<file path="config.mk">
export PLATFORM = sky130hd
export DESIGN_NAME = well1024a_generator_core
export DESIGN_NICKNAME = d
export VERILOG_FILES = /design/src/sv/well_pkg.sv /design/src/sv/well_ram.sv /design/src/sv/well_mix_unit.sv /design/src/sv/well1024a_generator_core.sv
export SDC_FILE = /design/constraint.sdc
export NUM_CORES = 2
export LEC_CHECK = 0
export BUFFER_PORTS_ARGS = -buffer_cell sky130_fd_sc_hd__buf_2
export CAP_MARGIN = 30
export CORE_MARGIN = 2
export CORE_UTILIZATION = 30
export CTS_CLUSTER_DIAMETER = 120
export DETAILED_ROUTE_END_ITERATION = 8
export MAX_ROUTING_LAYER = met4
export SYNTH_ARGS = -nofsm -noshare
export SYNTH_HDL_FRONTEND = slang
export SYNTH_SLANG_ARGS = --single-unit
</file>
<file path="constraint.sdc">
create_clock -name clk -period 11.48 [get_ports clk]
set_clock_uncertainty 0.2 [all_clocks]
set_input_delay 1.148 -clock clk [delete_from_list [all_inputs] [get_ports clk]]
set_output_delay 1.148 -clock clk [all_outputs]
set_load 0.02 [all_outputs]
</file>
<file path="src/sv/well_pkg.sv">
// ----------------------------------------------------------------------------
// WELL1024a generator package
// Shared types and constants for the generator core and its submodules.
// ----------------------------------------------------------------------------
package well_pkg;

    localparam int RingWords = 32;
    localparam int IdxW      = $clog2(RingWords);
    localparam int WordW     = 32;

    localparam logic [WordW-1:0] SeedMult = 32'd1812433253;

    // Read steps of a draw, in the order the operands are fetched.
    localparam logic [2:0] RdV0   = 3'd0;
    localparam logic [2:0] RdTap1 = 3'd1;
    localparam logic [2:0] RdTap2 = 3'd2;
    localparam logic [2:0] RdTap3 = 3'd3;
    localparam logic [2:0] RdPrev = 3'd4;
    localparam logic [2:0] RdDone = 3'd5;

    localparam logic [IdxW-1:0] LastSlot = IdxW'(RingWords - 1);

    localparam logic REQ_RESEED = 1'b0;
    localparam logic REQ_DRAW   = 1'b1;

    typedef enum logic [2:0] {
        ST_IDLE,
        ST_SEED,
        ST_READ,
        ST_MIX,
        ST_STORE
    } state_t;

    typedef struct packed {
        logic [WordW-1:0] v0;
        logic [WordW-1:0] m1;
        logic [WordW-1:0] m2;
        logic [WordW-1:0] m3;
        logic [WordW-1:0] z0;
    } draw_ops_t;

    typedef struct packed {
        logic [WordW-1:0] z3;
        logic [WordW-1:0] z4;
    } mix_res_t;

endpackage

</file>
<file path="src/sv/well_ram.sv">
// ----------------------------------------------------------------------------
// Generic RAM
// Simple dual-port memory with one write port and one registered read port.
// ----------------------------------------------------------------------------
module well_ram #(
    parameter int WIDTH = 32,
    parameter int DEPTH = 32
) (
    input  logic                     clk,
    input  logic                     wr_en,
    input  logic [$clog2(DEPTH)-1:0] wr_addr,
    input  logic [WIDTH-1:0]         wr_data,
    input  logic [$clog2(DEPTH)-1:0] rd_addr,
    output logic [WIDTH-1:0]         rd_data
);

    logic [WIDTH-1:0] mem [DEPTH];

    always_ff @(posedge clk)
    begin
        if (wr_en)
        begin
            mem[wr_addr] <= wr_data;
        end
        rd_data <= mem[rd_addr];
    end

endmodule

</file>
<file path="src/sv/well_mix_unit.sv">
// ----------------------------------------------------------------------------
// WELL1024a mixing unit
// Shared arithmetic for the seed fill step and the draw recurrence.
// ----------------------------------------------------------------------------
module well_mix_unit (
    input  logic [well_pkg::WordW-1:0] seed_word,
    input  logic [well_pkg::IdxW-1:0]  slot,
    input  well_pkg::draw_ops_t        ops,
    output logic [well_pkg::WordW-1:0] seed_next,
    output well_pkg::mix_res_t         mix
);

    logic [well_pkg::WordW-1:0] folded;
    logic [well_pkg::WordW-1:0] z1;
    logic [well_pkg::WordW-1:0] z2;

    assign folded    = seed_word ^ {{30{seed_word[31]}}, seed_word[31:30]};
    assign seed_next = well_pkg::WordW'(well_pkg::SeedMult * folded)
                       + well_pkg::WordW'(slot);

    assign z1 = ops.v0 ^ ops.m1 ^ (ops.m1 >> 8);
    assign z2 = ops.m2 ^ (ops.m2 << 19) ^ ops.m3 ^ (ops.m3 << 14);

    assign mix.z3 = z1 ^ z2;
    assign mix.z4 = ops.z0 ^ (ops.z0 << 11) ^ z1 ^ (z1 << 7) ^ z2 ^ (z2 << 13);

endmodule

</file>
<file path="src/sv/well1024a_generator_core.sv">
// ----------------------------------------------------------------------------
// WELL1024a generator core
// Pseudo-random word generator over a 32-word state ring held in a RAM.
// ----------------------------------------------------------------------------
// Requests arrive on the s_* stream: s_tuser selects reseed (0) or draw (1),
// and s_tdata carries the 64-bit seed and the wanted bit count. A reseed gives
// no result; a draw gives one word on the m_* stream.
// Each request is handled by a small sequencer around one mixing unit and a
// single-port-read ring RAM, so s_tready is high only while the core is idle.
// A reseed writes the two seed halves to ring words 0 and 1, then fills the
// rest through the seed multiplier, one ring word per cycle, then goes idle.
// A draw fetches five ring words one per cycle through the RAM read port,
// mixes them, then writes the two new words; its result enters the output
// register as the core returns to idle to take the next request.
// A waiting result sits in the output register, and the core keeps taking
// requests; a draw that finishes while the receiver stalls holds in its last
// step until the output register is free.
// Reset clears the sequencer, the ring index and the output valid flag. The
// ring words are undefined until the first reseed, so a draw must follow one.
// ----------------------------------------------------------------------------
module well1024a_generator_core #(
    parameter int TAP_ONE   = 3,
    parameter int TAP_TWO   = 24,
    parameter int TAP_THREE = 10
) (
    input  logic        clk,
    input  logic        rst_n,
    input  logic        s_tvalid,
    output logic        s_tready,
    input  logic [71:0] s_tdata,   // seed_value[63:0], bit_count[69:64], zero pad
    input  logic        s_tuser,   // req_type[0]
    output logic        m_tvalid,
    input  logic        m_tready,
    output logic [31:0] m_tdata    // random_value[31:0]
);

    localparam int IW = well_pkg::IdxW;
    localparam int WW = well_pkg::WordW;

    well_pkg::state_t    state_reg, state_next;
    logic [IW-1:0]       idx_reg, idx_next;
    logic [IW-1:0]       cnt_reg, cnt_next;
    logic [63:0]         seed_reg, seed_next_val;
    logic [5:0]          bits_reg, bits_next;
    logic [WW-1:0]       wa_reg, wa_next;
    logic [WW-1:0]       wb_reg, wb_next;
    well_pkg::draw_ops_t ops_reg, ops_next;
    logic [WW-1:0]       z4_reg, z4_next;
    logic                out_valid_reg, out_valid_next;
    logic [WW-1:0]       out_data_reg, out_data_next;

    logic                ram_wr_en;
    logic [IW-1:0]       ram_wr_addr;
    logic [WW-1:0]       ram_wr_data;
    logic [IW-1:0]       ram_rd_addr;
    logic [WW-1:0]       ram_rd_data;

    logic [WW-1:0]       seed_step;
    well_pkg::mix_res_t  mix;
    logic [IW-1:0]       prev_idx;
    logic [5:0]          shift_amt;
    logic [WW-1:0]       draw_value;

    well_ram #(
        .WIDTH(WW),
        .DEPTH(well_pkg::RingWords)
    ) u_ring (
        .clk    (clk),
        .wr_en  (ram_wr_en),
        .wr_addr(ram_wr_addr),
        .wr_data(ram_wr_data),
        .rd_addr(ram_rd_addr),
        .rd_data(ram_rd_data)
    );

    well_mix_unit u_mix (
        .seed_word(wa_reg),
        .slot     (cnt_reg),
        .ops      (ops_reg),
        .seed_next(seed_step),
        .mix      (mix)
    );

    assign prev_idx  = idx_reg - IW'(1);
    assign shift_amt = 6'd32 - bits_reg;

    always_comb
    begin
        if (bits_reg == 6'd0)
        begin
            draw_value = '0;
        end
        else if (bits_reg[5])
        begin
            draw_value = z4_reg;
        end
        else
        begin
            draw_value = z4_reg >> shift_amt;
        end
    end

    always_ff @(posedge clk or negedge rst_n)
    begin
        if (!rst_n)
        begin
            state_reg     <= well_pkg::ST_IDLE;
            idx_reg       <= '0;
            cnt_reg       <= '0;
            out_valid_reg <= 1'b0;
        end
        else
        begin
            state_reg     <= state_next;
            idx_reg       <= idx_next;
            cnt_reg       <= cnt_next;
            out_valid_reg <= out_valid_next;
        end
    end

    always_ff @(posedge clk)
    begin
        seed_reg     <= seed_next_val;
        bits_reg     <= bits_next;
        wa_reg       <= wa_next;
        wb_reg       <= wb_next;
        ops_reg      <= ops_next;
        z4_reg       <= z4_next;
        out_data_reg <= out_data_next;
    end

    always_comb
    begin
        state_next     = state_reg;
        idx_next       = idx_reg;
        cnt_next       = cnt_reg;
        seed_next_val  = seed_reg;
        bits_next      = bits_reg;
        wa_next        = wa_reg;
        wb_next        = wb_reg;
        ops_next       = ops_reg;
        z4_next        = z4_reg;
        out_data_next  = out_data_reg;
        out_valid_next = out_valid_reg && !m_tready;
        ram_wr_en      = 1'b0;
        ram_wr_addr    = idx_reg;
        ram_wr_data    = mix.z3;
        ram_rd_addr    = idx_reg;
        s_tready       = 1'b0;

        unique case (state_reg)
            well_pkg::ST_IDLE:
            begin
                s_tready = 1'b1;
                if (s_tvalid)
                begin
                    cnt_next      = '0;
                    seed_next_val = s_tdata[63:0];
                    bits_next     = s_tdata[69:64];
                    if (s_tuser == well_pkg::REQ_RESEED)
                    begin
                        state_next = well_pkg::ST_SEED;
                    end
                    else
                    begin
                        state_next = well_pkg::ST_READ;
                    end
                end
            end

            well_pkg::ST_SEED:
            begin
                ram_wr_en   = 1'b1;
                ram_wr_addr = cnt_reg;
                if (cnt_reg == IW'(0))
                begin
                    ram_wr_data = seed_reg[63:32];
                end
                else if (cnt_reg == IW'(1))
                begin
                    ram_wr_data = seed_reg[31:0];
                end
                else
                begin
                    ram_wr_data = seed_step;
                end
                wa_next  = wb_reg;
                wb_next  = ram_wr_data;
                cnt_next = cnt_reg + IW'(1);
                if (cnt_reg == well_pkg::LastSlot)
                begin
                    idx_next   = '0;
                    state_next = well_pkg::ST_IDLE;
                end
            end

            well_pkg::ST_READ:
            begin
                case (cnt_reg[2:0])
                    well_pkg::RdV0:   ram_rd_addr = idx_reg;
                    well_pkg::RdTap1: ram_rd_addr = idx_reg + IW'(TAP_ONE);
                    well_pkg::RdTap2: ram_rd_addr = idx_reg + IW'(TAP_TWO);
                    well_pkg::RdTap3: ram_rd_addr = idx_reg + IW'(TAP_THREE);
                    default:          ram_rd_addr = prev_idx;
                endcase
                case (cnt_reg[2:0])
                    well_pkg::RdTap1: ops_next.v0 = ram_rd_data;
                    well_pkg::RdTap2: ops_next.m1 = ram_rd_data;
                    well_pkg::RdTap3: ops_next.m2 = ram_rd_data;
                    well_pkg::RdPrev: ops_next.m3 = ram_rd_data;
                    well_pkg::RdDone: ops_next.z0 = ram_rd_data;
                    default:          ops_next    = ops_reg;
                endcase
                cnt_next = cnt_reg + IW'(1);
                if (cnt_reg[2:0] == well_pkg::RdDone)
                begin
                    state_next = well_pkg::ST_MIX;
                end
            end

            well_pkg::ST_MIX:
            begin
                ram_wr_en   = 1'b1;
                ram_wr_addr = idx_reg;
                ram_wr_data = mix.z3;
                z4_next     = mix.z4;
                state_next  = well_pkg::ST_STORE;
            end

            well_pkg::ST_STORE:
            begin
                ram_wr_addr = prev_idx;
                ram_wr_data = z4_reg;
                if (!out_valid_reg || m_tready)
                begin
                    ram_wr_en      = 1'b1;
                    idx_next       = prev_idx;
                    out_valid_next = 1'b1;
                    out_data_next  = draw_value;
                    state_next     = well_pkg::ST_IDLE;
                end
            end

            default:
            begin
                state_next = well_pkg::ST_IDLE;
            end
        endcase
    end

    assign m_tvalid = out_valid_reg;
    assign m_tdata  = out_data_reg;

endmodule
</file>
# After elaboration in Yosys (flattened, before gate mapping)
# Memory sizes are Yosys's and may differ from the RTL's. A register that Yosys moved wholly into a read port is not among the register bits.
# Cells that the tools add are included.
# totals
memories,1
input_bits,77
regBits,372
out_inout_bits,34
ramBits,1024
# mem_list
memory,depth,width,rd,rd_ports_with_merged_regs,write_ports,line_no,rtl
u_ring.mem,32,32,1,1,1,well_ram.sv:17,logic [WIDTH-1:0] mem [DEPTH];
# op_classes
eq_ne,15
addsub,7
mux,25
n_bitwise,12
n_reduce_logical,22
mul,1
shift,1
# op_table
op,n
$xor A32 B32 Y32,11
$mux W32,3
$pmux W32 S2,1
$add A32 B5 Y32,1
$mul A31 B32 Y32 const A,1
$shr A32 B6 Y32,1
$xor A32 B24 Y32,1
$pmux W5 S2,3
$mux W5,4
$pmux W5 S4,1
$reduce_and A2 Y1,8
$pmux W3 S5,1
$eq A3 B2 Y1 const B,4
$mux W3,4
$eq A3 B3 Y1 const B,3
$ne A2 B2 Y1 const B,4
$eq A3 B1 Y1 const B,2
$logic_not A3 Y1,2
$logic_not A6 Y1,1
$mux W1,6
$sub A6 B6 Y6 const A,1
$add A5 B1 Y5 const B,1
$add A5 B2 Y5 const B,1
$add A5 B4 Y5 const B,1
other kinds (14),17

# Depth between registers and ports, before layout
# depth
ltp_word,6
depth_mapped,28
ltp_nobuf,24

# Hierarchy
# From an unflattened synthesis, not the netlist that was laid out.
# unflattened
hier_cells,4402
area_unflattened_um2,66902.9
# by_module_without_submodules
module,n_inst,cells_per_inst,seq_area_each_um2,area_per_inst_um2
well_ram,1,2260,31390.1,40485.1
well1024a_generator_core,1,997,11100.6,15657.5
well_mix_unit,1,1145,0.0,10760.3

# Worst setup path before layout
# Ideal clock, no wire load.
# synth_path
path_type,reg2reg
from,register wa_reg[31]
to,"memory u_ring.mem[0][22], data pin"
path_slack_ns,2.390
stages_incl_launch_ff,27
period_less_slack_ns,9.090
arrival_time_ns,8.423
setup_time_ns,0.467
n_path_buf,5
path_cell_list,edfxtp_1 clkbuf_1 buf_1 buf_1 buf_2 xor2_1 ha_1 ha_1 fa_1 inv_1 fa_1 inv_1 fa_1 fa_1 fa_1 inv_1 fa_1 inv_1 ha_1 clkbuf_1 o211ai_1 o21ai_0 a21oi_1 and2_1 xor2_1 o211a_1 o31ai_1
# synth_between
elab_chain_len,6
# synth_lines
item,line_no,rtl
"start, declared",well1024a_generator_core.sv:45,"logic [WW-1:0] wa_reg, wa_next;"
"start signal, assigned",well1024a_generator_core.sv:125,wa_reg <= wa_next;
$xor A32 B32 Y32,well_mix_unit.sv:17,"assign folded = seed_word ^ {{30{seed_word[31]}}, seed_word[31:30]};"
$mul A31 B32 Y32,well_mix_unit.sv:18,assign seed_next = well_pkg::WordW'(well_pkg::SeedMult * folded)
$add A32 B5 Y32,well_mix_unit.sv:19,+ well_pkg::WordW'(slot);
$mux W32,well1024a_generator_core.sv:179,else if (cnt_reg == IW'(1))
$mux W32,well1024a_generator_core.sv:175,if (cnt_reg == IW'(0))
$pmux W32 S2,well1024a_generator_core.sv:151,unique case (state_reg)
via ram_wr_data[22],well1024a_generator_core.sv:54,logic [WW-1:0] ram_wr_data;
"end, declared",well_ram.sv:17,
# The timed path passes the listed nets, and every way through them passes these cells.

# Worst setup path after layout
# layout_path
from,register wa_reg[31]
to,"memory u_ring.mem[14][30], data pin"
# The elaborated chain is that of the path after synthesis.

==> report_table.html <==
<table>
<tr><th>Metric</th><th>Value</th></tr>
<tr><th colspan="2">Outcome</th></tr>
<tr><td>Outcome</td><td>completed</td></tr>
<tr><th colspan="2">Timing</th></tr>
<tr><td>Number of endpoints failing setup at the final stage</td><td>0</td></tr>
<tr><td>Max-slew headroom</td><td>0.2151</td></tr>
<tr><td>Slew at the pin closest to its max-slew limit</td><td>1.177 ns</td></tr>
<tr><td>Total count of hold-check failures in the final report</td><td>0</td></tr>
<tr><td>Fin crit period</td><td>about 8.9 ns</td></tr>
<tr><td>Summed negative setup slack over all endpoints</td><td>0 ns</td></tr>
<tr><td>Fmax</td><td>0.1123 GHz</td></tr>
<tr><td>Final Worst Setup Slack</td><td>2.579 ns</td></tr>
<tr><td>Period utilisation layout</td><td>0.7754</td></tr>
<tr><td>Unrepaired setup endpoints after global routing</td><td>no</td></tr>
<tr><td>Number of pins exceeding their max-slew limit in the final report</td><td>0</td></tr>
<tr><th colspan="2">Worst setup path</th></tr>
<tr><td>Worst setup path class</td><td>flip-flop to flip-flop</td></tr>
<tr><td>Required arrival time at the worst endpoint</td><td>11.77 ns</td></tr>
<tr><td>WP buf/inv</td><td>8</td></tr>
<tr><td>Worst reg2reg setup slack</td><td>2.58 ns</td></tr>
<tr><td>Nature of the critical path startpoint</td><td>flip-flop</td></tr>
<tr><td>Highest-delay cell along the critical path</td><td>sky130_fd_sc_hd__edfxtp_1</td></tr>
<tr><td>Element type at the critical path end</td><td>flip-flop</td></tr>
<tr><td>Data arrival time of the worst path</td><td>9.20 ns</td></tr>
<tr><td>Worst Reg2Reg Path Length in Cells</td><td>26</td></tr>
<tr><td>Kind of cell adding the most delay to the critical path</td><td>adder cells</td></tr>
<tr><td>Capture point of the worst reg-to-reg path</td><td>u_ring.mem[14][30]</td></tr>
<tr><td>Peak fanout along the critical path</td><td>32</td></tr>
<tr><td>Startpoint of the worst-slack reg-to-reg timing path</td><td>wa_reg[31]</td></tr>
<tr><td>Delay of the slowest critical-path stage</td><td>0.86 ns</td></tr>
<tr><th colspan="2">Detailed routing</th></tr>
<tr><td>Via/cell ratio</td><td>between 4 and 5</td></tr>
<tr><td>Vias post-DR</td><td>36830</td></tr>
<tr><td>Starting DRT DRC Count</td><td>2856</td></tr>
<tr><td>Routed Antenna Nets</td><td>0</td></tr>
<tr><td>Routed Wire Length</td><td>176.0 mm</td></tr>
<tr><td>DRC</td><td>0</td></tr>
<tr><td>DRT Pass-1 Iters</td><td>5</td></tr>
<tr><td>Drt wl/cell</td><td>22.76 um</td></tr>
<tr><th colspan="2">Clock network</th></tr>
<tr><td>CTS clk-pin slew, worst paths</td><td>0.06 ns</td></tr>
<tr><td>Max Buffers Root-to-Sink</td><td>3</td></tr>
<tr><td>Number of buffers added for setup after CTS</td><td>0</td></tr>
<tr><td>Number of clock sinks seen by CTS</td><td>1428</td></tr>
<tr><td>Clock tree root driver cell</td><td>sky130_fd_sc_hd__clkbuf_16</td></tr>
<tr><td>TritonCTS clock tree</td><td>done</td></tr>
<tr><td>Number of buffers added by the clock tree synthesis step</td><td>150</td></tr>
<tr><td>Clock latency reported for the late side of the worst-skew pair</td><td>0.80 ns</td></tr>
<tr><td># H-tree levels</td><td>4</td></tr>
<tr><td>Cells resized by post-CTS repair</td><td>0</td></tr>
<tr><td>CTS Hold Bufs</td><td>0</td></tr>
<tr><th colspan="2">Final layout</th></tr>
<tr><td>Fraction of layout cells with a size suffix above 1</td><td>0.1177</td></tr>
<tr><td>Antenna diode count</td><td>0</td></tr>
<tr><td>Net count of the finished layout</td><td>5067</td></tr>
<tr><td>Fill count</td><td>between 20000 and 25000</td></tr>
<tr><td>Post-Layout Inst Area</td><td>78120 um2</td></tr>
<tr><td>Flip-flop count of the largest register, all copies and words added</td><td>1024</td></tr>
<tr><td>Layout Area Growth over Synthesis</td><td>14.25%</td></tr>
<tr><th colspan="2">Placed design</th></tr>
<tr><td>Cell area reported after detailed placement</td><td>73200 um2</td></tr>
<tr><td>Pre-CTS WS</td><td>2.720 ns</td></tr>
<tr><td>Detail Placement HPWL</td><td>approximately 110 mm</td></tr>
<tr><td>Routability cong.</td><td>0.8860</td></tr>
<tr><td>Number of port buffers</td><td>approximately 110</td></tr>
<tr><th colspan="2">Floorplan</th></tr>
<tr><td>Die width</td><td>around 480 um</td></tr>
<tr><td>Std-Cell Rows</td><td>175</td></tr>
<tr><td>Die span in y</td><td>481.4 um</td></tr>
<tr><td>Effective utilization at floorplan</td><td>0.3011</td></tr>
<tr><td>Top-level port count</td><td>111</td></tr>
<tr><td>Placeable core region</td><td>227100 um2</td></tr>
<tr><td>Full die area</td><td>231800 um2</td></tr>
<tr><th colspan="2">Synth</th></tr>
<tr><td>Number of enable-type register cells in the synthesized netlist</td><td>about 1400</td></tr>
<tr><td>Synthesized instance count</td><td>approximately 4400</td></tr>
<tr><td>Commonest cells in the synthesized netlist</td><td>1382 x sky130_fd_sc_hd__edfxtp_1, 986 x sky130_fd_sc_hd__mux2i_1, 265 x sky130_fd_sc_hd__inv_1</td></tr>
<tr><td>Synthesized flop and latch total</td><td>1428</td></tr>
<tr><td>Top cell type's share of synthesized area</td><td>0.6069</td></tr>
<tr><td>Most area-hungry cell type in the Yosys netlist</td><td>sky130_fd_sc_hd__edfxtp_1</td></tr>
<tr><td>Number of distinct standard cells referenced by the synthesized netlist</td><td>77</td></tr>
<tr><td>Most instantiated flip-flop cell in the synthesis netlist</td><td>sky130_fd_sc_hd__edfxtp_1</td></tr>
<tr><td>Library cell with the highest instance count after synthesis</td><td>sky130_fd_sc_hd__edfxtp_1</td></tr>
<tr><td>Part of the Yosys area used for sequential elements</td><td>0.6214</td></tr>
<tr><td>Yosys warning total</td><td>0</td></tr>
<tr><td>Cell area after synthesis</td><td>between 60000 and 70000 um2</td></tr>
<tr><td>Syn Area/Cell</td><td>15.51 um2</td></tr>
<tr><td>Async S/R FF share, synth</td><td>0.009804</td></tr>
<tr><td>Syn Nets</td><td>4874</td></tr>
<tr><td>Largest cells by area after synthesis</td><td>sky130_fd_sc_hd__edfxtp_1 61%, sky130_fd_sc_hd__mux2i_1 14%, sky130_fd_sc_hd__ha_1 4.6%</td></tr>
<tr><th colspan="2">Worst hold path</th></tr>
<tr><td>Worst hold-check path type</td><td>primary input to asynchronous set/reset pin</td></tr>
<tr><th colspan="2">Global route</th></tr>
<tr><td>First-pass GRT wire length</td><td>255.1 mm</td></tr>
<tr><td>Maximum number of pins on one net before global-route repair</td><td>between 100 and 150</td></tr>
<tr><td>Overall fraction of global-route tracks in use</td><td>0.1544</td></tr>
<tr><td>Number of antenna violations at the first check in global routing</td><td>4</td></tr>
<tr><td>Final global-route overflow total</td><td>0</td></tr>
<tr><td>Via count of the first global-routing pass</td><td>36950</td></tr>
<tr><th colspan="2">Flow run</th></tr>
<tr><td>Total of max-cap violations</td><td>0</td></tr>
</table>
-- cell families after synthesis --
kind of cell | Yosys count | synth area share
xor+xnor | 355 | 0.04547
simple gates | 415 | 0.02723
mux | 1039 | 0.1552
fa+ha+maj | 390 | 0.08648
flops | 1428 | 0.6214
compound gates | 341 | 0.03382
buf+inv | 440 | 0.03039
-- cells in the final DEF (no fill, tap or decap), types with 80 or more instances in the layout --
| master | Yosys | routed |
|---|---|---|
| sky130_fd_sc_hd__edfxtp_1 | 1382 | 1382 |
| sky130_fd_sc_hd__mux2i_1 | 986 | 986 |
| sky130_fd_sc_hd__inv_1 | 265 | 265 |
| sky130_fd_sc_hd__ha_1 | 251 | 251 |
| sky130_fd_sc_hd__xnor2_1 | 236 | 235 |
| sky130_fd_sc_hd__clkbuf_16 | 0 | 153 |
| sky130_fd_sc_hd__nand2_1 | 149 | 149 |
| sky130_fd_sc_hd__fa_1 | 138 | 138 |
| sky130_fd_sc_hd__xor2_1 | 119 | 118 |
| sky130_fd_sc_hd__nor2_1 | 148 | 111 |
| sky130_fd_sc_hd__buf_2 | 38 | 108 |
| sky130_fd_sc_hd__buf_4 | 51 | 82 |
| sky130_fd_sc_hd__a21oi_1 | 80 | 80 |
-- worst max path at each step --
stage                from            endpoint  cells after the start
2_1_floorplan  wa_reg[31]   u_ring.mem[0][22]                     26
3_3_place_gp   wa_reg[31]   u_ring.mem[4][28]                     25
3_5_place_dp   wa_reg[31]   u_ring.mem[0][17]                     24
4_1_cts        wa_reg[31]  u_ring.mem[29][21]                     24
5_1_grt        wa_reg[31]  u_ring.mem[11][30]                     26
6_report       wa_reg[31]  u_ring.mem[14][30]                     26
-- layout make-up --
type | instances | area, um2 | share of cell area
clock buffers | 191 | 4061 | 0.05199
well taps | 3009 | 3765 | 0.04819
repair buffers | 215 | 1749 | 0.02239
flip-flops and latches | 1428 | 42490 | 0.5439
multi-input cells | 2540 | 24250 | 0.3104
clock inverters | 82 | 809.5 | 0.01036
inverters | 266 | 1001 | 0.01281
-- routing by layer --
| layer | up-vias | part of all wire | global-route usage |
|---|---|---|---|
| li1 | 16760 | - | - |
| met5 | - | 0 | - |
| met2 | 901 | 0.50 | 0.2615 |
| met3 | 216 | 0.044 | 0.02195 |
| met4 | 0 | 0.021 | 0.03716 |
| met1 | 18960 | 0.43 | 0.1947 |
-- metrics by stage --
| step | util | instances | hold WS [ns] |
|---|---|---|---|
| 3_3_place_gp | 0.3207 | 7440 | 0.2017 |
| 2_1_floorplan | - | 4408 | 0.2003 |
| 6_report | 0.3441 | 7731 | 0.06510 |
| 3_5_place_dp | 0.3224 | 7456 | 0.2045 |
| 5_1_grt | 0.3441 | 7731 | 0.04544 |
| 4_1_cts | 0.3438 | 7729 | 0.02714 |
Power is not shown: default switching activity piles up to over one toggle a cycle in this logic, so the estimate is an artifact.
